File: config.mk
export PLATFORM = sky130hd
export DESIGN_NAME = fw3_queue
export DESIGN_NICKNAME = d
export VERILOG_FILES = /design/src/design/fw3_pkg.sv /design/src/design/fw3_queue.sv
export SDC_FILE = /design/constraint.sdc
export NUM_CORES = 1
export LEC_CHECK = 0
export ABC_AREA = 1
export BUFFER_PORTS_ARGS = -buffer_cell sky130_fd_sc_hd__buf_2
export CORE_MARGIN = 2
export CORE_UTILIZATION = 25
export CTS_CLUSTER_DIAMETER = 60
export DETAILED_ROUTE_END_ITERATION = 10
export SYNTH_ARGS = -nofsm -noshare
export SYNTH_HDL_FRONTEND = slang
export SYNTH_SLANG_ARGS = --single-unit
File: constraint.sdc
create_clock -name clk -period 8.5 [get_ports clk]
set_input_delay 0 -clock clk [delete_from_list [all_inputs] [get_ports clk]]
set_output_delay 0 -clock clk [all_outputs]
set_load 0.005 [all_outputs]
File: src/design/fw3_pkg.sv
`default_nettype none
package fw3_pkg;

    // Cube geometry; the coordinate fields are five bits wide, so the maximum side is fixed here.
    localparam int MAX_SIDE = 32;
    localparam int COORD_W  = 5;
    localparam int SIDE_W   = 6;
    localparam int ITER_W   = 7;
    localparam int ADDR_W   = 3 * COORD_W;
    localparam int DEPTH    = MAX_SIDE * MAX_SIDE * MAX_SIDE;
    localparam int CELL_W   = 64;
    localparam int VALUE_W  = 32;
    localparam logic [SIDE_W-1:0] SIDE_RESET = SIDE_W'(MAX_SIDE);

    // Operation codes carried in the mode field.
    localparam logic MODE_ADD   = 1'b0;
    localparam logic MODE_QUERY = 1'b1;

    typedef enum logic [2:0] {
        S_CLEAR,
        S_IDLE,
        S_SETUP,
        S_RD,
        S_WR,
        S_OUT
    } state_t;

    // One classified word as it travels from the front to the back.
    typedef struct packed {
        logic                      mode;
        logic [COORD_W-1:0]        xl;
        logic [COORD_W-1:0]        yl;
        logic [COORD_W-1:0]        zl;
        logic [COORD_W-1:0]        xh;
        logic [COORD_W-1:0]        yh;
        logic [COORD_W-1:0]        zh;
        logic signed [VALUE_W-1:0] value;
        logic [SIDE_W-1:0]         side;
    } cmd_t;

    // Status reported by the back to the front.
    typedef struct packed {
        logic clearing;
    } back_status_t;

    // Next index on the update chain, i | (i + 1).
    function automatic logic [ITER_W-1:0] next_up(input logic [ITER_W-1:0] v);
        return v | (v + ITER_W'(1));
    endfunction

    // Next index on the prefix chain, (i & (i + 1)) - 1.
    function automatic logic [ITER_W-1:0] next_down(input logic [ITER_W-1:0] v);
        return (v & (v + ITER_W'(1))) - ITER_W'(1);
    endfunction

    // An index is live while below the side on update, or non-negative on query.
    function automatic logic idx_live(input logic [ITER_W-1:0] v, input logic mode,
                                      input logic [SIDE_W-1:0] side);
        logic r;
        if (mode == MODE_ADD)
            r = (v < {1'b0, side});
        else
            r = ~v[ITER_W-1];
        return r;
    endfunction

endpackage
`default_nettype wire

File: src/design/fw3_queue.sv
`default_nettype none
module fw3_queue import fw3_pkg::*;
(
    input  wire logic clk,
    input  wire logic rst_n,
    input  wire logic push_valid,
    output logic      push_ready,
    input  wire cmd_t push_cmd,
    output logic      pop_valid,
    input  wire logic pop_ready,
    output cmd_t      pop_cmd
);

    cmd_t       slot_reg [2];
    logic       wr_ptr_reg;
    logic       rd_ptr_reg;
    logic [1:0] count_reg;
    logic       do_push;
    logic       do_pop;

    assign push_ready = (count_reg != 2'd2);
    assign pop_valid  = (count_reg != 2'd0);
    assign pop_cmd    = slot_reg[rd_ptr_reg];
    assign do_push    = push_valid & push_ready;
    assign do_pop     = pop_valid & pop_ready;

    // Two-entry ring of commands.
    always_ff @(posedge clk or negedge rst_n)
    begin
        if (!rst_n)
        begin
            wr_ptr_reg <= 1'b0;
            rd_ptr_reg <= 1'b0;
            count_reg  <= 2'd0;
        end
        else
        begin
            if (do_push)
                wr_ptr_reg <= ~wr_ptr_reg;
            if (do_pop)
                rd_ptr_reg <= ~rd_ptr_reg;
            if (do_push && !do_pop)
                count_reg <= count_reg + 2'd1;
            else if (do_pop && !do_push)
                count_reg <= count_reg - 2'd1;
        end
    end

    always_ff @(posedge clk)
    begin
        if (do_push)
            slot_reg[wr_ptr_reg] <= push_cmd;
    end

endmodule
`default_nettype wire

Word level (Yosys, flattened, before mapping)
Memory sizes are Yosys's and may differ from the RTL's.
Index checks and enable logic that the tools add are counted.
Widths: inputs -> output; s select.
{ "word_totals": {"reg_bits": 4, "latchBits": 0, "mem_bits_rw": 138, "romBits": 0, "input_bits": 73, "out_inout_bits": 71, "word_cells": 21, "mem_count": 1} }
{ "mem_list": {"columns": ["memory", "words", "word_bits", "rd", "rd_clocked_by_memory_dff", "wr", "line_no", "source"], "rows": [
  ["slot_reg", 2, 69, 1, 0, 1, "fw3_queue.sv:14", "cmd_t slot_reg [2];"]
]} }
{ "op_classes": {"n_addsub": 2, "multipliers": 0, "div_mod_pow": 0, "n_lt_le_gt_ge": 0, "n_eq_ne": 1, "shift": 0, "muxes": 4, "bitwise_logic": 4, "reduce_logical": 6} }
{ "ops": {"columns": ["op", "count"], "rows": [
  ["$mux 2", 2],
  ["$reduce_bool 2->1", 2],
  ["$add 2x1->2 const B", 1],
  ["$and 1x1->1", 2],
  ["$logic_and 1x1->1", 2],
  ["$logic_not 1->1", 2],
  ["$mux 1", 2],
  ["$ne 2x2->1 const B", 1],
  ["$not 1->1", 2],
  ["$sub 2x1->2 const B", 1]
]} }

Depth between registers and ports, before layout
{ "logic_depth": {"depth_word": 6, "ltp_mapped": 10, "depth_no_buf": 10} }

Worst setup path before layout
OpenSTA, ideal clock, no wires.
{ "synth_timing": {"path_kind": "register to register", "from": "reg count_reg[0]", "to": "mem slot_reg[0][0] (netlist bit) (enable)", "setup_ps": 496, "arrival_ps": 3508, "t_required_ps": 8004, "setup_slack_ps": 4495, "path_stages_with_launch": 5, "n_path_buf": 0, "synth_period_minus_slack_ps": 4005, "path_cell_list": "dfrtp_1 > inv_1 > nand2_1 > nand2_1 > nor2_1"} }
{ "synth_between": {"elab_chain_cells": 4} }
{ "synth_rtl": {"columns": ["item", "line_no", "source"], "rows": [
  ["start, declared", "fw3_queue.sv:17", "logic [1:0] count_reg;"],
  ["start signal, assigned", "fw3_queue.sv:43", "count_reg <= count_reg + 2'd1;"],
  ["start signal, assigned", "fw3_queue.sv:45", "count_reg <= count_reg - 2'd1;"],
  ["$ne 2x2->1", "fw3_queue.sv:21", "assign push_ready = (count_reg != 2'd2);"],
  ["net push_ready", "fw3_queue.sv:7", "output logic push_ready,"],
  ["$and 1x1->1", "fw3_queue.sv:24", "assign do_push = push_valid & push_ready;"],
  ["$mux 1", "fw3_queue.sv:51", "if (do_push)"],
  ["$mux 1 (implied by the code)", "fw3_queue.sv:52", "slot_reg[wr_ptr_reg] <= push_cmd;"],
  ["end, declared", "fw3_queue.sv:14", null]
]} }
The timed path passes the listed nets, and every way through them passes these cells.

==> out/results.ini <==
[critical_path]
end_kind = primary output
r2r-end = slot_reg[0][4]
crit_required_ns = 8.50
cp-start-kind = register
worstSetupPathType = register to primary output
cp_data_arrival_time_ns = 2.30
cp_max_fo = 71
critPathLaunch = rd_ptr_reg
regToRegStartpoint = count_reg[0]
r2r_cells = 5
r2r_slack_ns = 6.52

[final_layout]
layout.nets = 685
stdcell_count = 893
area.growth.synth_to_final_pct = 44.65
layout_common_cells = 217 x nand2_1, 143 x buf_2, 138 x edfxtp_1
largest_reg_flops = 138
drive_gt1_frac = 0.2841
num_antenna_cells = 0
final_common_cell = nand2_1

[place]
gp_congestion = 0.6906
port-buffer-count = 143
dp_cells = 790
hpwlAfterDp_mm = 6.402

[floorplan]
die_x_um = 148.8
start_util = 0.2565
boundaryPins = 144
core_area_sq_um = 20430
rows = 52
dieArea_sq_um = 22130
die_y_um = 148.8

[grt]
overflow = 0
grt_pass1_wl_mm = 17.29
grt_pass1_vias = 3322
grt_max_degree = 72
antenna_found_initial = 0
grt_use_total = 0.1044

[clock_tree]
h-tree-depth = 4
cts_tree = yes
clock_sinks = 142
insertion_delay_ns = 0.41
clk_pin_slew_worst_paths_ns = 0.05
cts.path.max_buffers = 2
root_buffer = clkbuf_16
cts_buffers = 17
post_cts_resized = 0

[timing]
timing.fmax_ghz = 0.4350
finClkSkew_ns = 0.008475
maxSlewViolCount = 0
slew_headroom = 0.3473
hold_viol = 0
rsz0062_at_grt = no
fin_setup_tns_ns = 0
finalCriticalPeriod_ns = 2.299
setup-violations-final = 0
tightest_slew_ns = 0.9790
period_share = 0.2705

[synthesis]
yosys.cell_types.count = 14
syn_area_per_cell_sq_um = 13.47
synth_area_leaders = edfxtp_1 79%, nand2_1 16%, dfrtp_1 1.9%
synth_top_area_cell = edfxtp_1
netlist_instances = 389
ys_ff_latch = 142
yosys_warnings = 0
ys_seq_area_frac = 0.8099
synth_fp_nets = 463
synth_top_area_share = 0.7908
syn_area_sq_um = 5240

[routing]
dr_total_vias = 3406
wl_per_cell_um = 12.60
routed_wl_mm = 11.25
drt_iter0_markers = 150
firstDrtPassIters = 4
ant_nets = 0
drc = 0
viasPerCell = 3.814

[worst_hold_path]
hold_class = primary input to register
hp-start = push_valid
hold_end = wr_ptr_reg
holdPathStages = 3

[power]
p_per_area_nw_per_um2 = 324.5
ir_worst_vdd_mv = 0.1317
p_leak_uw = 0.003217

[outcome]
status = completed

[flow_run]
cap_violations = 0

==> metal layers <==
layer | track usage | vias to the layer above | share of wire
li1 | - | 1753 | -
met1 | 0.1259 | 1555 | 0.44
met2 | 0.1769 | 92 | 0.50
met3 | 0.03578 | 6 | 0.050
met4 | 0.03286 | 0 | 0.010
met5 | 0 | - | 0
==> where the power goes <==
part	internal (uW)	total [uW]	switching, uW
combinational	245	676	431
clock	516	790	274
sequential	961	994	33.4
total	1720	2460	738
==> worst max-delay path, stage by stage (launching register included) <==
cell and delay (ns):
dfrtp_2 0.33, buf_4 0.62, inv_4 0.50, nand2_1 0.16, nand2_1 0.09, buf_2 0.14
==> stage by stage <==
stage | setup WS [ns] | power, uW | hold slack, ns | utilization | area [sq um]
final | 6.201 | 2459 | 0.06617 | 0.3710 | 7580
after global placement | 6.522 | 1672 | -0.1902 | 0.3051 | 6233
after global routing | 5.902 | 2622 | 0.06584 | 0.3710 | 7580
after CTS | 6.079 | 2507 | 0.04680 | 0.3710 | 7580
after floorplan | 4.495 | 1397 | -0.2956 | - | 5240
after detailed placement | 6.481 | 1684 | -0.1891 | 0.3051 | 6233
==> worst max path at each step <==
stage	to	slack, ns	cells after the start
6_report	pop_cmd[48]	6.20	5
2_1_floorplan	slot_reg[0][0]	4.50	4
4_1_cts	pop_cmd[48]	6.08	5
5_1_grt	pop_cmd[48]	5.90	5
3_5_place_dp	slot_reg[0][10]	6.48	5
3_3_place_gp	slot_reg[1][10]	6.52	5
==> Yosys cell counts <==
cell type  number
buf_2           7
xnor2_1         1
nor2_1          2
ha_1            1
inv_1           6
edfxtp_1      138
nand2_1       217
buf_4           7
nand3_1         2
inv_4           1
buf_6           1
xor2_1          1
nand4_1         1
dfrtp_1         4
==> timing repair <==
item                      in CTS  in global routing
buffers inserted               0                  0
hold endpoints to repair     143                  0
hold buffers                  72                  0
==> cell type report <==
type                       count  area [sq um]
clock buffer                  18         429.2
tap                          270         337.8
clock inverter                13         196.4
fill                        1963         12850
inverter                       7         28.78
sequential                   142          4245
timing repair buffer         218          1459
multi-input combinational    225         883.3
==> cell families after synthesis <==
kind of cell / count (synthesis) / share of synthesized area
xor gates and xnor gates: 2 / 0.003343
DFF: 142 / 0.8099
and+or+nand+nor: 222 / 0.1600
buffers and inverters: 22 / 0.02435
adders and majority gates: 1 / 0.002387
Note: power is estimated with default switching activity, not from simulation.
