==> src/design/fw3_pkg.sv <==
`default_nettype none
package fw3_pkg;

    // Cube geometry; the coordinate fields are five bits wide, so the maximum side is fixed here.
    localparam int MAX_SIDE = 32;
    localparam int COORD_W  = 5;
    localparam int SIDE_W   = 6;
    localparam int ITER_W   = 7;
    localparam int ADDR_W   = 3 * COORD_W;
    localparam int DEPTH    = MAX_SIDE * MAX_SIDE * MAX_SIDE;
    localparam int CELL_W   = 64;
    localparam int VALUE_W  = 32;
    localparam logic [SIDE_W-1:0] SIDE_RESET = SIDE_W'(MAX_SIDE);

    // Operation codes carried in the mode field.
    localparam logic MODE_ADD   = 1'b0;
    localparam logic MODE_QUERY = 1'b1;

    typedef enum logic [2:0] {
        S_CLEAR,
        S_IDLE,
        S_SETUP,
        S_RD,
        S_WR,
        S_OUT
    } state_t;

    // One classified word as it travels from the front to the back.
    typedef struct packed {
        logic                      mode;
        logic [COORD_W-1:0]        xl;
        logic [COORD_W-1:0]        yl;
        logic [COORD_W-1:0]        zl;
        logic [COORD_W-1:0]        xh;
        logic [COORD_W-1:0]        yh;
        logic [COORD_W-1:0]        zh;
        logic signed [VALUE_W-1:0] value;
        logic [SIDE_W-1:0]         side;
    } cmd_t;

    // Status reported by the back to the front.
    typedef struct packed {
        logic clearing;
    } back_status_t;

    // Next index on the update chain, i | (i + 1).
    function automatic logic [ITER_W-1:0] next_up(input logic [ITER_W-1:0] v);
        return v | (v + ITER_W'(1));
    endfunction

    // Next index on the prefix chain, (i & (i + 1)) - 1.
    function automatic logic [ITER_W-1:0] next_down(input logic [ITER_W-1:0] v);
        return (v & (v + ITER_W'(1))) - ITER_W'(1);
    endfunction

    // An index is live while below the side on update, or non-negative on query.
    function automatic logic idx_live(input logic [ITER_W-1:0] v, input logic mode,
                                      input logic [SIDE_W-1:0] side);
        logic r;
        if (mode == MODE_ADD)
            r = (v < {1'b0, side});
        else
            r = ~v[ITER_W-1];
        return r;
    endfunction

endpackage
`default_nettype wire

==> src/design/fw3_ifs.sv <==
`default_nettype none
interface fw3_in_if import fw3_pkg::*; ();
    logic                      valid;
    logic                      ready;
    logic                      mode;
    logic [COORD_W-1:0]        x_low;
    logic [COORD_W-1:0]        y_low;
    logic [COORD_W-1:0]        z_low;
    logic [COORD_W-1:0]        x_high;
    logic [COORD_W-1:0]        y_high;
    logic [COORD_W-1:0]        z_high;
    logic signed [VALUE_W-1:0] add_value;
    modport source (output valid, mode, x_low, y_low, z_low, x_high, y_high, z_high,
                    add_value, input ready);
    modport sink   (input valid, mode, x_low, y_low, z_low, x_high, y_high, z_high,
                    add_value, output ready);
endinterface


interface fw3_cfg_if import fw3_pkg::*; ();
    logic              valid;
    logic              ready;
    logic [SIDE_W-1:0] data;
    modport source (output valid, data, input ready);
    modport sink   (input valid, data, output ready);
endinterface
`default_nettype wire

==> src/design/fw3_front.sv <==
`default_nettype none
module fw3_front import fw3_pkg::*;
(
    input  wire logic         clk,
    input  wire logic         rst_n,
    fw3_in_if.sink            items,
    fw3_cfg_if.sink           cfg,
    input  wire back_status_t status,
    output logic              push_valid,
    input  wire logic         push_ready,
    output cmd_t              push_cmd
);

    logic [SIDE_W-1:0]  side_reg;
    logic [SIDE_W-1:0]  side_eff;
    logic [COORD_W-1:0] top_idx;

    function automatic logic [COORD_W-1:0] clamp(input logic [COORD_W-1:0] c,
                                                 input logic [COORD_W-1:0] t);
        return (c > t) ? t : c;
    endfunction

    // Side length register; writes are always taken.
    assign cfg.ready = 1'b1;
    always_ff @(posedge clk or negedge rst_n)
    begin
        if (!rst_n)
            side_reg <= SIDE_RESET;
        else if (cfg.valid)
            side_reg <= cfg.data;
    end

    // A side of zero acts as one and anything above the maximum as the maximum.
    always_comb
    begin
        if (side_reg == '0)
            side_eff = SIDE_W'(1);
        else if (side_reg > SIDE_W'(MAX_SIDE))
            side_eff = SIDE_W'(MAX_SIDE);
        else
            side_eff = side_reg;
        top_idx = COORD_W'(side_eff - SIDE_W'(1));
    end

    // Classify the word: saturate every coordinate and attach the side in use.
    always_comb
    begin
        push_cmd.mode  = items.mode;
        push_cmd.xl    = clamp(items.x_low, top_idx);
        push_cmd.yl    = clamp(items.y_low, top_idx);
        push_cmd.zl    = clamp(items.z_low, top_idx);
        push_cmd.xh    = clamp(items.x_high, top_idx);
        push_cmd.yh    = clamp(items.y_high, top_idx);
        push_cmd.zh    = clamp(items.z_high, top_idx);
        push_cmd.value = items.add_value;
        push_cmd.side  = side_eff;
    end

    // No word is taken while the store is being cleared.
    assign items.ready = push_ready & ~status.clearing;
    assign push_valid  = items.valid & ~status.clearing;

endmodule
`default_nettype wire

==> src/flat_wrapper.sv <==
// flat-port wrapper written by rule: the top's interface ports become plain ports
module fw3_front_flat import fw3_pkg::*;
  (clk, rst_n, status, push_valid, push_ready, push_cmd, items_valid, items_mode, items_x_low, items_y_low, items_z_low, items_x_high, items_y_high, items_z_high, items_add_value, items_ready, cfg_valid, cfg_data, cfg_ready);
  fw3_in_if items_i ();
  fw3_cfg_if cfg_i ();
  input  wire logic clk;
  input  wire logic rst_n;
  input  wire back_status_t status;
  output logic push_valid;
  input  wire logic push_ready;
  output cmd_t push_cmd;
  input wire logic [$bits(items_i.valid)-1:0] items_valid;
  input wire logic [$bits(items_i.mode)-1:0] items_mode;
  input wire logic [$bits(items_i.x_low)-1:0] items_x_low;
  input wire logic [$bits(items_i.y_low)-1:0] items_y_low;
  input wire logic [$bits(items_i.z_low)-1:0] items_z_low;
  input wire logic [$bits(items_i.x_high)-1:0] items_x_high;
  input wire logic [$bits(items_i.y_high)-1:0] items_y_high;
  input wire logic [$bits(items_i.z_high)-1:0] items_z_high;
  input wire logic [$bits(items_i.add_value)-1:0] items_add_value;
  output wire logic [$bits(items_i.ready)-1:0] items_ready;
  input wire logic [$bits(cfg_i.valid)-1:0] cfg_valid;
  input wire logic [$bits(cfg_i.data)-1:0] cfg_data;
  output wire logic [$bits(cfg_i.ready)-1:0] cfg_ready;
  assign items_i.valid = items_valid;
  assign items_i.mode = items_mode;
  assign items_i.x_low = items_x_low;
  assign items_i.y_low = items_y_low;
  assign items_i.z_low = items_z_low;
  assign items_i.x_high = items_x_high;
  assign items_i.y_high = items_y_high;
  assign items_i.z_high = items_z_high;
  assign items_i.add_value = items_add_value;
  assign items_ready = items_i.ready;
  assign cfg_i.valid = cfg_valid;
  assign cfg_i.data = cfg_data;
  assign cfg_ready = cfg_i.ready;
  fw3_front u_core (.clk(clk), .rst_n(rst_n), .items(items_i), .cfg(cfg_i), .status(status), .push_valid(push_valid), .push_ready(push_ready), .push_cmd(push_cmd));
endmodule
==> config.mk <==
export PLATFORM = sky130hd
export DESIGN_NAME = fw3_front_flat
export DESIGN_NICKNAME = d
export VERILOG_FILES = /design/src/design/fw3_pkg.sv /design/src/design/fw3_ifs.sv /design/src/design/fw3_front.sv /design/src/flat_wrapper.sv
export SDC_FILE = /design/constraint.sdc
export NUM_CORES = 1
export LEC_CHECK = 0
export BUFFER_PORTS_ARGS = -buffer_cell sky130_fd_sc_hd__clkbuf_2
export CAP_MARGIN = 20
export CORE_ASPECT_RATIO = 0.75
export CORE_MARGIN = 1
export CORE_UTILIZATION = 30
export CTS_CLUSTER_SIZE = 25
export DETAILED_ROUTE_END_ITERATION = 8
export HOLD_SLACK_MARGIN = 0.03
export PLACE_DENSITY = 0.7
export RECOVER_POWER = 25
export SETUP_SLACK_MARGIN = 0.05
export SYNTH_ARGS = -nofsm -noshare
export SYNTH_HDL_FRONTEND = slang
export SYNTH_SLANG_ARGS = --single-unit
==> constraint.sdc <==
create_clock -name clk -period 6.2 [get_ports clk]
set_input_delay 0.93 -clock clk [delete_from_list [all_inputs] [get_ports clk]]
set_output_delay 0.93 -clock clk [all_outputs]
set_load 0.02 [all_outputs]
# Word-level counts from Yosys, hierarchy flattened
# Cells that the tools add are included.
[totals]
ff_bits = 6
latchBits = 0
ramBits = 0
romBits = 0
in_bits = 75
mem_count = 0
[op_classes]
addsub = 1
multipliers = 0
div = 0
magnitude_cmp = 7
eq_ne = 0
shift = 0
n_mux = 8
bitwise = 3
reduce_logical = 1
[ops]
columns = ["cell", "count"]
rows = [
  ["$gt 5x5->1", 6],
  ["$mux 5", 6],
  ["$mux 6", 2],
  ["$gt 6x6->1 const B", 1],
  ["$logic_not 6->1", 1],
  ["$sub 5x1->5 const B", 1],
  ["$and 1x1->1", 2],
  ["$not 1->1", 1],
]

# Longest topological paths before layout
# Gate-level depths: netlist of run 1.
[logic_depth]
ltp_word = 6
depth_mapped = 11
mapped_depth_nobuf = 11

# Worst setup path after synthesis of run 1
# No wires, ideal clock.
[synth_timing]
path_type = "reg-to-output"
start = "register u_core.side_reg[5]"
end = "output push_cmd[38] in the netlist's numbering"
arrival_ns = 3.412
required_time_ns = 5.270
path_slack_ns = 1.858
path_stages_with_launch = 12
path_cell_list = "dfstp_2 -> clkbuf_1 -> o21bai_1 -> o21ai_0 -> xnor2_1 -> inv_1 -> ha_1 -> and4b_1 -> a211oi_1 -> a21boi_0 -> o211ai_1 -> mux2i_1"
[synth_lines]
columns = ["element", "line", "text"]
rows = [
  ["start, declared", "fw3_front.sv:14", "logic [SIDE_W-1:0] side_reg;"],
  ["start signal, assigned", "fw3_front.sv:30", "side_reg <= cfg.data;"],
  ["end, declared", "flat_wrapper.sv:11", "output cmd_t push_cmd;"],
]

==> results.sh, run 1 <==
export IMPL_status="finished, final reports clean"
export IMPL_post_cts_setup_buffers=0
export IMPL_vias=1622
export IMPL_netlist_cell_type_count=35
export IMPL_drv_slew=0
export IMPL_cap_viol_max_count=0
export IMPL_setup_viol=0
export IMPL_drive_above_1_share=0.411
export IMPL_grt_overflow=0
export IMPL_clock_skew_ns=0
export IMPL_worst_slew_pin_slew_ns=0.802
export IMPL_avgSynthCellArea_um2=7.91
export IMPL_fin_crit_ns=5.20
export IMPL_cts_buffers=3
export IMPL_grtUsageTotal=0.149
export IMPL_clock_sinks=6
export IMPL_grt_max_degree=13
export IMPL_finalPower_w=0.000409
export IMPL_synthArstFlopShare=1.00
export IMPL_startpoint="u_core.side_reg[4]"
export IMPL_rsz0062_at_grt="no"
export IMPL_max_slew_margin=0.464
export IMPL_cts_root_buf="clkbuf_8"
export IMPL_die_area_mm2=0.00606
export IMPL_fin_util=0.364
export IMPL_viasPerCell=4.80
export IMPL_finalHoldViolCount=0
export IMPL_cp_max_fo=10
export IMPL_drt_iter0_drc=95
export IMPL_die_x_um=89.6
export IMPL_worstHoldPathType="flop to flop"
export IMPL_r2r_start="u_core.side_reg[5]"
export IMPL_synth_seq_area_share=0.0877
export IMPL_die_height_um=67.7
export IMPL_drt_wl_total_um=4400
export IMPL_netlist_area_mm2=0.00173
export IMPL_cts_resized=0
export IMPL_layout_commonest_cell="clkbuf_2"
export IMPL_cts_tree="built"
export IMPL_rows=23
export IMPL_path_class="flop to primary output"
export IMPL_areaGrowthSynthToFinish_pct=14.9
export IMPL_globalplace_congestion=0.821
export IMPL_setup_worst_path_start_class="flop"
export IMPL_hpwl_um=3650
export IMPL_drc=0
export IMPL_hold_start="u_core.side_reg[0]"
export IMPL_vdd_ir_drop_max_uv=87.4
export IMPL_wl_per_cell_um=13.0
export IMPL_grt_pass1_wl_um=6980
export IMPL_hold_buffers=0
export IMPL_end_kind="primary output"
export IMPL_diodes=0
export IMPL_yosys_most_used_dff="dfrtp_1"
export IMPL_leakage_nw=1.05
export IMPL_htreeDepth=1
export IMPL_finalSetupTns_ns=0
export IMPL_port_buffer_count=79
export IMPL_crit_required_ns=5.27
export IMPL_start_util=0.317
export IMPL_ys_warn_count=0
export IMPL_synth_edf_count=0
export IMPL_max_clock_path_buffers=2
export IMPL_clk_transition_reported_paths_ns=0.04
export IMPL_nets=363
export IMPL_design_core_area_mm2=0.00544
export IMPL_layout_common_cells="clkbuf_2 (77), nor2_1 (33), ha_1 (24), mux2_2 (22), inv_1 (20)"
export IMPL_arrival_ns=4.27
export IMPL_min_period_over_period=0.839
export IMPL_grt_pass1_vias=1511
export IMPL_power_density_mw_per_mm2=207
export IMPL_syn_nets=317
export IMPL_drtAntennaViolNets=0
export IMPL_antenna_found_initial=0
export IMPL_ios=147
export IMPL_fmax_mhz=192
export IMPL_clk_latency_ns=0.22
export IMPL_yosys_register_bits=6
export IMPL_syn_inst=218
export IMPL_dr_pass1_iters=4
export IMPL_largest_reg_flops=6
==> cells by family (layout without fill, tap and decap cells) <==
logic type      Yosys count  in the layout  share of synthesized area
xor+xnor                  1              1                    0.00508
mux                      35             35                      0.224
compound gates           37             37                      0.147
buf+inv                  59            104                      0.207
flops                     6              6                     0.0877
other cells               1              1                    0.00217
simple gates             55             55                      0.152
fa+ha+maj                24             24                      0.174
==> metrics by stage <==
step                      std cells  setup slack [ns]  cell area, µm²  hold slack [ns]
after global routing            338             0.735            1980            0.583
after floorplan                 218              1.86            1730            0.523
after detailed placement        334              1.24            1940            0.560
after CTS                       338             0.976            1980            0.521
final                           338             0.997            1980            0.563
after global placement          334              1.39            1940            0.546
==> cells in the mapped netlist (2+ instances only) <==
cell	instances	area [µm²]
a21boi_0	3	22.5
dfrtp_1	5	125
nand2_1	4	15.0
a21oi_1	7	35.0
clkbuf_1	3	11.3
inv_1	20	75.1
nor2_1	33	124
a211oi_2	3	37.5
mux2_2	22	248
buf_4	34	255
o211a_1	2	20.0
a211oi_1	6	45.0
ha_1	24	300
mux2i_1	9	90.1
and3b_1	2	17.5
o21ai_0	11	55.1
nand4_1	6	37.5
nor2b_1	5	31.3
mux2_1	3	33.8
==> layout make-up <==
cell class,instances,area [µm²]
Fill cell,576,3460
Inverter,20,75.1
Tap cell,75,93.8
Sequential cell,6,151
Clock buffer,4,45.0
Timing Repair Buffer,80,400
Multi-Input combinational cell,153,1220
==> where the power goes <==
part           leakage (nW)  switching [W]  internal [W]
clock                0.0228      0.0000170     0.0000442
combinational         0.959       0.000178      0.000122
sequential           0.0694     0.00000517     0.0000439
total                  1.05       0.000200      0.000210
==> worst paths after layout <==
kind,endpoint,slack [ns],cells past startpoint
worst max-delay path,push_cmd[40],1.0,12
worst min-delay path,u_core.side_reg[0],0.56,1
worst max register to register,u_core.side_reg[5],5.36,1
worst min register to register,u_core.side_reg[0],0.56,1
max in group asynchronous,u_core.side_reg[5],5.35,1
min in group asynchronous,u_core.side_reg[0],0.57,1
==> worst max-delay path, cell delays in order (launching register included) <==
cell and delay (ns):
dfrtp_1 0.39, nor4_1 0.08, o21bai_1 0.63, o21ai_0 0.25
xnor2_1 0.54, inv_1 0.26, ha_1 0.37, and4b_1 0.21
a211oi_1 0.26, a21boi_0 0.13, o211ai_1 0.39, mux2_2 0.39
clkbuf_2 0.15
==> routing by layer <==
metal  track usage  routed length, µm  vias to the layer above
met5             0                  0                        -
met4        0.0278                 26                        0
met3        0.0281                326                        4
met2         0.246               2000                       71
met1         0.201               2040                      722
li1              -                  -                      825
(Power assumes the default switching activity.)
==> run 2, diff against run 1 <==
PLACE_DENSITY = 0.73   (was 0.7)
clock period = 4.4 ns   (was 6.2 ns; I/O delays follow)
==> run 2 against run 1 <==
  * First-iteration DRC count down 26%
  * Final area up 1.5%
  * Critical endpoint unchanged
  * Via count rose by 3.9%
  * Core utilization up 0.55 points
  * Largest power group unchanged
  * Die area unchanged
  * Clock power increased by 44%
  * Count of clock-buffer cells in the layout is the same
  * Sequential power up 41%
==> results.sh, run 2 (synthesis gave the netlist of run 1 again) <==
export IMPL_leakage_nw=1.07
export IMPL_viasPerCell=4.93
export IMPL_grt_pass1_wl_um=7580
export IMPL_grtUsageTotal=0.162
export IMPL_post_cts_setup_buffers=0
export IMPL_arrival_ns=3.46
export IMPL_hold_ws_ns=0.295
export IMPL_die_area_mm2=0.00606
export IMPL_hold_buffers=0
export IMPL_globalplace_congestion=0.864
export IMPL_power_density_mw_per_mm2=295
export IMPL_drive_above_1_share=0.419
export IMPL_min_period_over_period=0.937
export IMPL_start_util=0.317
export IMPL_die_height_um=67.7
export IMPL_worst_slew_pin_slew_ns=0.562
export IMPL_end_kind="primary output"
export IMPL_wl_per_cell_um=13.7
export IMPL_grt_max_degree=13
export IMPL_drtAntennaViolNets=0
export IMPL_use_met3=0.0403
export IMPL_hpwl_um=3940
export IMPL_antenna_found_initial=0
export IMPL_largest_reg_flops=6
export IMPL_fin_crit_ns=4.12
export IMPL_layout_common_cells="clkbuf_2 (77), nor2_1 (33), ha_1 (24), mux2_2 (22), inv_1 (20)"
export IMPL_design_core_area_mm2=0.00544
export IMPL_setup_worst_path_start_class="flop"
export IMPL_crit_required_ns=3.74
export IMPL_clock_skew_ns=0
export IMPL_status="finished, final reports clean"
export IMPL_max_clock_path_buffers=2
export IMPL_max_slew_margin=0.625
export IMPL_diodes=0
export IMPL_grt_overflow=0
export IMPL_finalHoldViolCount=0
export IMPL_vdd_ir_drop_max_uv=118
export IMPL_setup_viol=0
export IMPL_areaGrowthSynthToFinish_pct=16.6
export IMPL_ios=147
export IMPL_port_buffer_count=79
export IMPL_drc=0
export IMPL_rsz0062_at_grt="no"
export IMPL_worstHoldPathType="input pin to asynchronous set/reset pin"
export IMPL_rows=23
export IMPL_cts_root_buf="clkbuf_8"
export IMPL_cap_viol_max_count=0
export IMPL_nets=367
export IMPL_clk_transition_reported_paths_ns=0.04
export IMPL_die_x_um=89.6
export IMPL_grt_pass1_vias=1643
export IMPL_finalPower_w=0.000593
export IMPL_cts_tree="built"
export IMPL_dr_pass1_iters=4
export IMPL_path_class="flop to primary output"
export IMPL_drt_wl_total_um=4680
export IMPL_finalSetupTns_ns=0
export IMPL_r2r_cells=1
export IMPL_top_usage_layer="met2"
export IMPL_htreeDepth=1
export IMPL_layout_commonest_cell="clkbuf_2"
export IMPL_fmax_mhz=243
export IMPL_use_met1=0.207
export IMPL_cts_resized=0
export IMPL_grt_util_met2=0.274
export IMPL_clk_latency_ns=0.23
export IMPL_drt_iter0_drc=70
export IMPL_cts_buffers=3
export IMPL_cp_max_fo=9
export IMPL_drv_slew=0
export IMPL_fill_cells=564
export IMPL_clock_sinks=6
export IMPL_vias=1685
## run 2: report_power, final
part           switching [W]  internal [W]  total [W]
sequential        0.00000747     0.0000618  0.0000693
clock              0.0000256     0.0000625  0.0000881
combinational       0.000256      0.000179   0.000435
total               0.000290      0.000303   0.000593
## run 2: metrics by stage
| step | cell area (µm²) | setup WS (ns) | utilization | std cells |
|---|---|---|---|---|
| after CTS | 2010 | 0.286 | 0.370 | 342 |
| after detailed placement | 1970 | 0.523 | 0.362 | 338 |
| after global placement | 1970 | 0.643 | 0.362 | 338 |
| after global routing | 2010 | 0.0684 | 0.370 | 342 |
| after floorplan | 1730 | 0.328 | - | 218 |
| final | 2010 | 0.277 | 0.370 | 342 |
## run 2: final cells by class
cell class,instances,area (µm²),share of cell area
clock buffers,4,45.0,0.0224
well taps,75,93.8,0.0466
inverters,20,75.1,0.0373
multi-input cells,153,1220,0.604
flip-flops and latches,6,151,0.0752
repair buffers,84,430,0.214
## run 2: worst paths after layout
kind / to / from / slack (ns)
max: push_cmd[40] / u_core.side_reg[4] / 0.28
max in group asynchronous: u_core.side_reg[5] / rst_n / 3.82
max reg2reg: u_core.side_reg[5] / u_core.side_reg[5] / 3.57
min: u_core.side_reg[0] / rst_n / 0.29
min reg2reg: u_core.side_reg[0] / u_core.side_reg[0] / 0.57
min in group clk: u_core.side_reg[0] / u_core.side_reg[0] / 0.57
## run 2: worst max-delay path, cell delays in order, from the launching register on
cell and delay [ns]:
dfrtp_1 0.41, nor4_1 0.30, o21bai_1 0.11, buf_4 0.18, nor2_1 0.09, a21oi_1 0.04
buf_4 0.16, inv_1 0.17, ha_1 0.28, and4b_1 0.17, a211oi_1 0.26, a21boi_0 0.13
o211ai_1 0.38, mux2_2 0.39, clkbuf_2 0.16
## run 2: per-layer routing
layer / up-vias / part of all wire / wire length (µm)
li1: 826 / - / -
met3: 4 / 0.063 / 294
met2: 73 / 0.47 / 2210
met1: 782 / 0.46 / 2150
met5: - / 0 / 0
met4: 0 / 0.0049 / 23
==> run 3, diff against run 2 <==
--- a/config.mk
+++ b/config.mk
@@ -14,7 +14,8 @@
 export DETAILED_ROUTE_END_ITERATION = 8
 export HOLD_SLACK_MARGIN = 0.03
-export PLACE_DENSITY = 0.73
+export PLACE_DENSITY = 0.7
 export RECOVER_POWER = 25
 export SETUP_SLACK_MARGIN = 0.05
+export SKIP_LAST_GASP = 1
 export SYNTH_ARGS = -nofsm -noshare
 export SYNTH_HDL_FRONTEND = slang
==> constraint.sdc (replaced) <==
create_clock -name clk -period 4.95 [get_ports clk]
set_input_delay 0.99 -clock clk [delete_from_list [all_inputs] [get_ports clk]]
set_output_delay 0.99 -clock clk [all_outputs]
set_load 0.02 [all_outputs]
==> run 3 against run 2 <==
  * Register-to-register slack better by 0.53 ns
  * Core utilization down 0.21 points
  * Worst hold slack better by 0.28 ns
  * Die area unchanged
  * Via count down 2.8%
  * Largest power group unchanged
  * Routed wire length down 3.0%
  * Critical endpoint unchanged
  * Power down 12%
  * Clock skew unchanged
==> results.sh, run 3 (synthesis gave the netlist of run 1 again) <==
export IMPL_viasPerCell=4.82
export IMPL_clock_skew_ns=0
export IMPL_fill_cells=551
export IMPL_reg2reg_setup_slack_ns=4.10
export IMPL_r2r_start="u_core.side_reg[5]"
export IMPL_die_x_um=89.6
export IMPL_hold_start="u_core.side_reg[3]"
export IMPL_die_area_mm2=0.00606
export IMPL_nets=365
export IMPL_die_height_um=67.7
export IMPL_htreeDepth=1
export IMPL_hpwl_um=3790
export IMPL_dr_pass1_iters=4
export IMPL_design_core_area_mm2=0.00544
export IMPL_hold_ws_ns=0.574
export IMPL_layout_commonest_cell="clkbuf_2"
export IMPL_finalHoldViolCount=0
export IMPL_fmax_mhz=216
export IMPL_cts_tree="built"
export IMPL_grt_pass1_vias=1495
export IMPL_worst_slew_pin_slew_ns=0.565
export IMPL_drt_wl_total_um=4540
export IMPL_port_buffer_count=79
export IMPL_setup_worst_path_start_class="flop"
export IMPL_vdd_ir_drop_max_uv=103
export IMPL_clk_latency_ns=0.23
export IMPL_power_density_mw_per_mm2=261
export IMPL_drc=0
export IMPL_diodes=0
export IMPL_start_util=0.317
export IMPL_cp_max_fo=10
export IMPL_areaGrowthSynthToFinish_pct=16.0
export IMPL_leakage_nw=1.06
export IMPL_path_class="flop to primary output"
export IMPL_dp_slack_ns=0.292
export IMPL_vias=1638
export IMPL_drv_slew=0
export IMPL_layout_setup_ws_ns=0.316
export IMPL_cts_buffers=3
export IMPL_arrival_ns=3.64
export IMPL_grt_max_degree=13
export IMPL_max_clock_path_buffers=2
export IMPL_setup_viol=0
export IMPL_wl_per_cell_um=13.4
export IMPL_grt_overflow=0
export IMPL_globalplace_congestion=0.881
export IMPL_hold_end="u_core.side_reg[3]"
export IMPL_fin_crit_ns=4.63
export IMPL_finalNonFillerCells=340
export IMPL_dp_cells=336
export IMPL_antenna_found_initial=0
export IMPL_clk_transition_reported_paths_ns=0.04
export IMPL_crit_required_ns=3.96
export IMPL_cap_viol_max_count=0
export IMPL_r2r_end="u_core.side_reg[5]"
export IMPL_cts_root_buf="clkbuf_8"
export IMPL_ios=147
export IMPL_drt_iter0_drc=69
export IMPL_layout_common_cells="clkbuf_2 (77), nor2_1 (33), ha_1 (24), mux2_2 (22), inv_1 (20)"
export IMPL_finalInstanceArea_mm2=0.00200
export IMPL_post_cts_setup_buffers=0
export IMPL_finalSetupTns_ns=0
export IMPL_status="finished, final reports clean"
export IMPL_rsz0062_at_grt="no"
export IMPL_rows=23
export IMPL_hold_buffers=0
export IMPL_end_kind="primary output"
export IMPL_r2r_cells=1
export IMPL_grt_pass1_wl_um=6780
export IMPL_dpl_cell_area_mm2=0.00195
export IMPL_clock_sinks=6
export IMPL_largest_reg_flops=6
export IMPL_drive_above_1_share=0.419
export IMPL_worstHoldPathType="flop to flop"
export IMPL_max_slew_margin=0.624
export IMPL_drtAntennaViolNets=0
export IMPL_grtUsageTotal=0.147
export IMPL_min_period_over_period=0.936
export IMPL_hold_depth=1
==> run 3: cell types whose count changed in the layout (fill, tap and decap cells not counted) <==
cell      before  now
o21bai_2       0    1
o21bai_1       1    0
buf_4          5    3
==> run 3: critical path: stages, from the launching register on <==
cell      delay [ns]
dfstp_2         0.62
o21bai_2        0.27
o21ai_0         0.21
xnor2_1         0.23
inv_1           0.16
ha_1            0.33
and4b_1         0.21
a211oi_1        0.30
a21boi_0        0.14
o211ai_1        0.40
mux2_2          0.39
clkbuf_2        0.15
==> run 3: worst max path at each step <==
stage	startpoint	endpoint	slack (ns)	cells after the start
after global routing	u_core.side_reg[5]	push_cmd[40]	0.09	11
final	u_core.side_reg[5]	push_cmd[40]	0.32	11
after detailed placement	u_core.side_reg[1]	push_cmd[42]	0.29	12
after global placement	u_core.side_reg[4]	push_cmd[39]	0.51	12
after floorplan	u_core.side_reg[5]	push_cmd[38]	0.55	11
after CTS	u_core.side_reg[5]	push_cmd[42]	0.34	11
==> run 3: layer usage <==
layer	track usage	wire (µm)	vias to the layer above
met5	0	0	-
met4	0.0397	30	0
met3	0.0293	241	6
met2	0.241	2110	56
met1	0.197	2160	751
li1	-	-	825
==> run 3: area by class of cell <==
type,count,area [µm²],share of cell area
Inverter,20,75.1,0.0375
Multi-Input combinational cell,153,1220,0.610
Tap cell,75,93.8,0.0469
Sequential cell,6,151,0.0757
Timing Repair Buffer,82,415,0.208
Clock buffer,4,45.0,0.0225
==> run 3: what timing repair did <==
action / 4_1_cts / 5_1_grt
hold endpoints to repair: 0 / 0
gates resized for setup: 1 / 0
endpoints found under the setup margin: 3 / 0
==> run 3: per-stage QoR <==
stage	util	power, W
finish	0.368	0.000522
global route	0.368	0.000567
detailed placement	0.359	0.000444
CTS	0.368	0.000524
global placement	0.359	0.000435
floorplan	-	0.000366
==> run 3: report_power, final <==
group           total, W  internal, W  switching, W
clock network  0.0000784    0.0000555     0.0000229
logic           0.000382     0.000156      0.000225
registers      0.0000617    0.0000549    0.00000675
total           0.000522     0.000267      0.000255
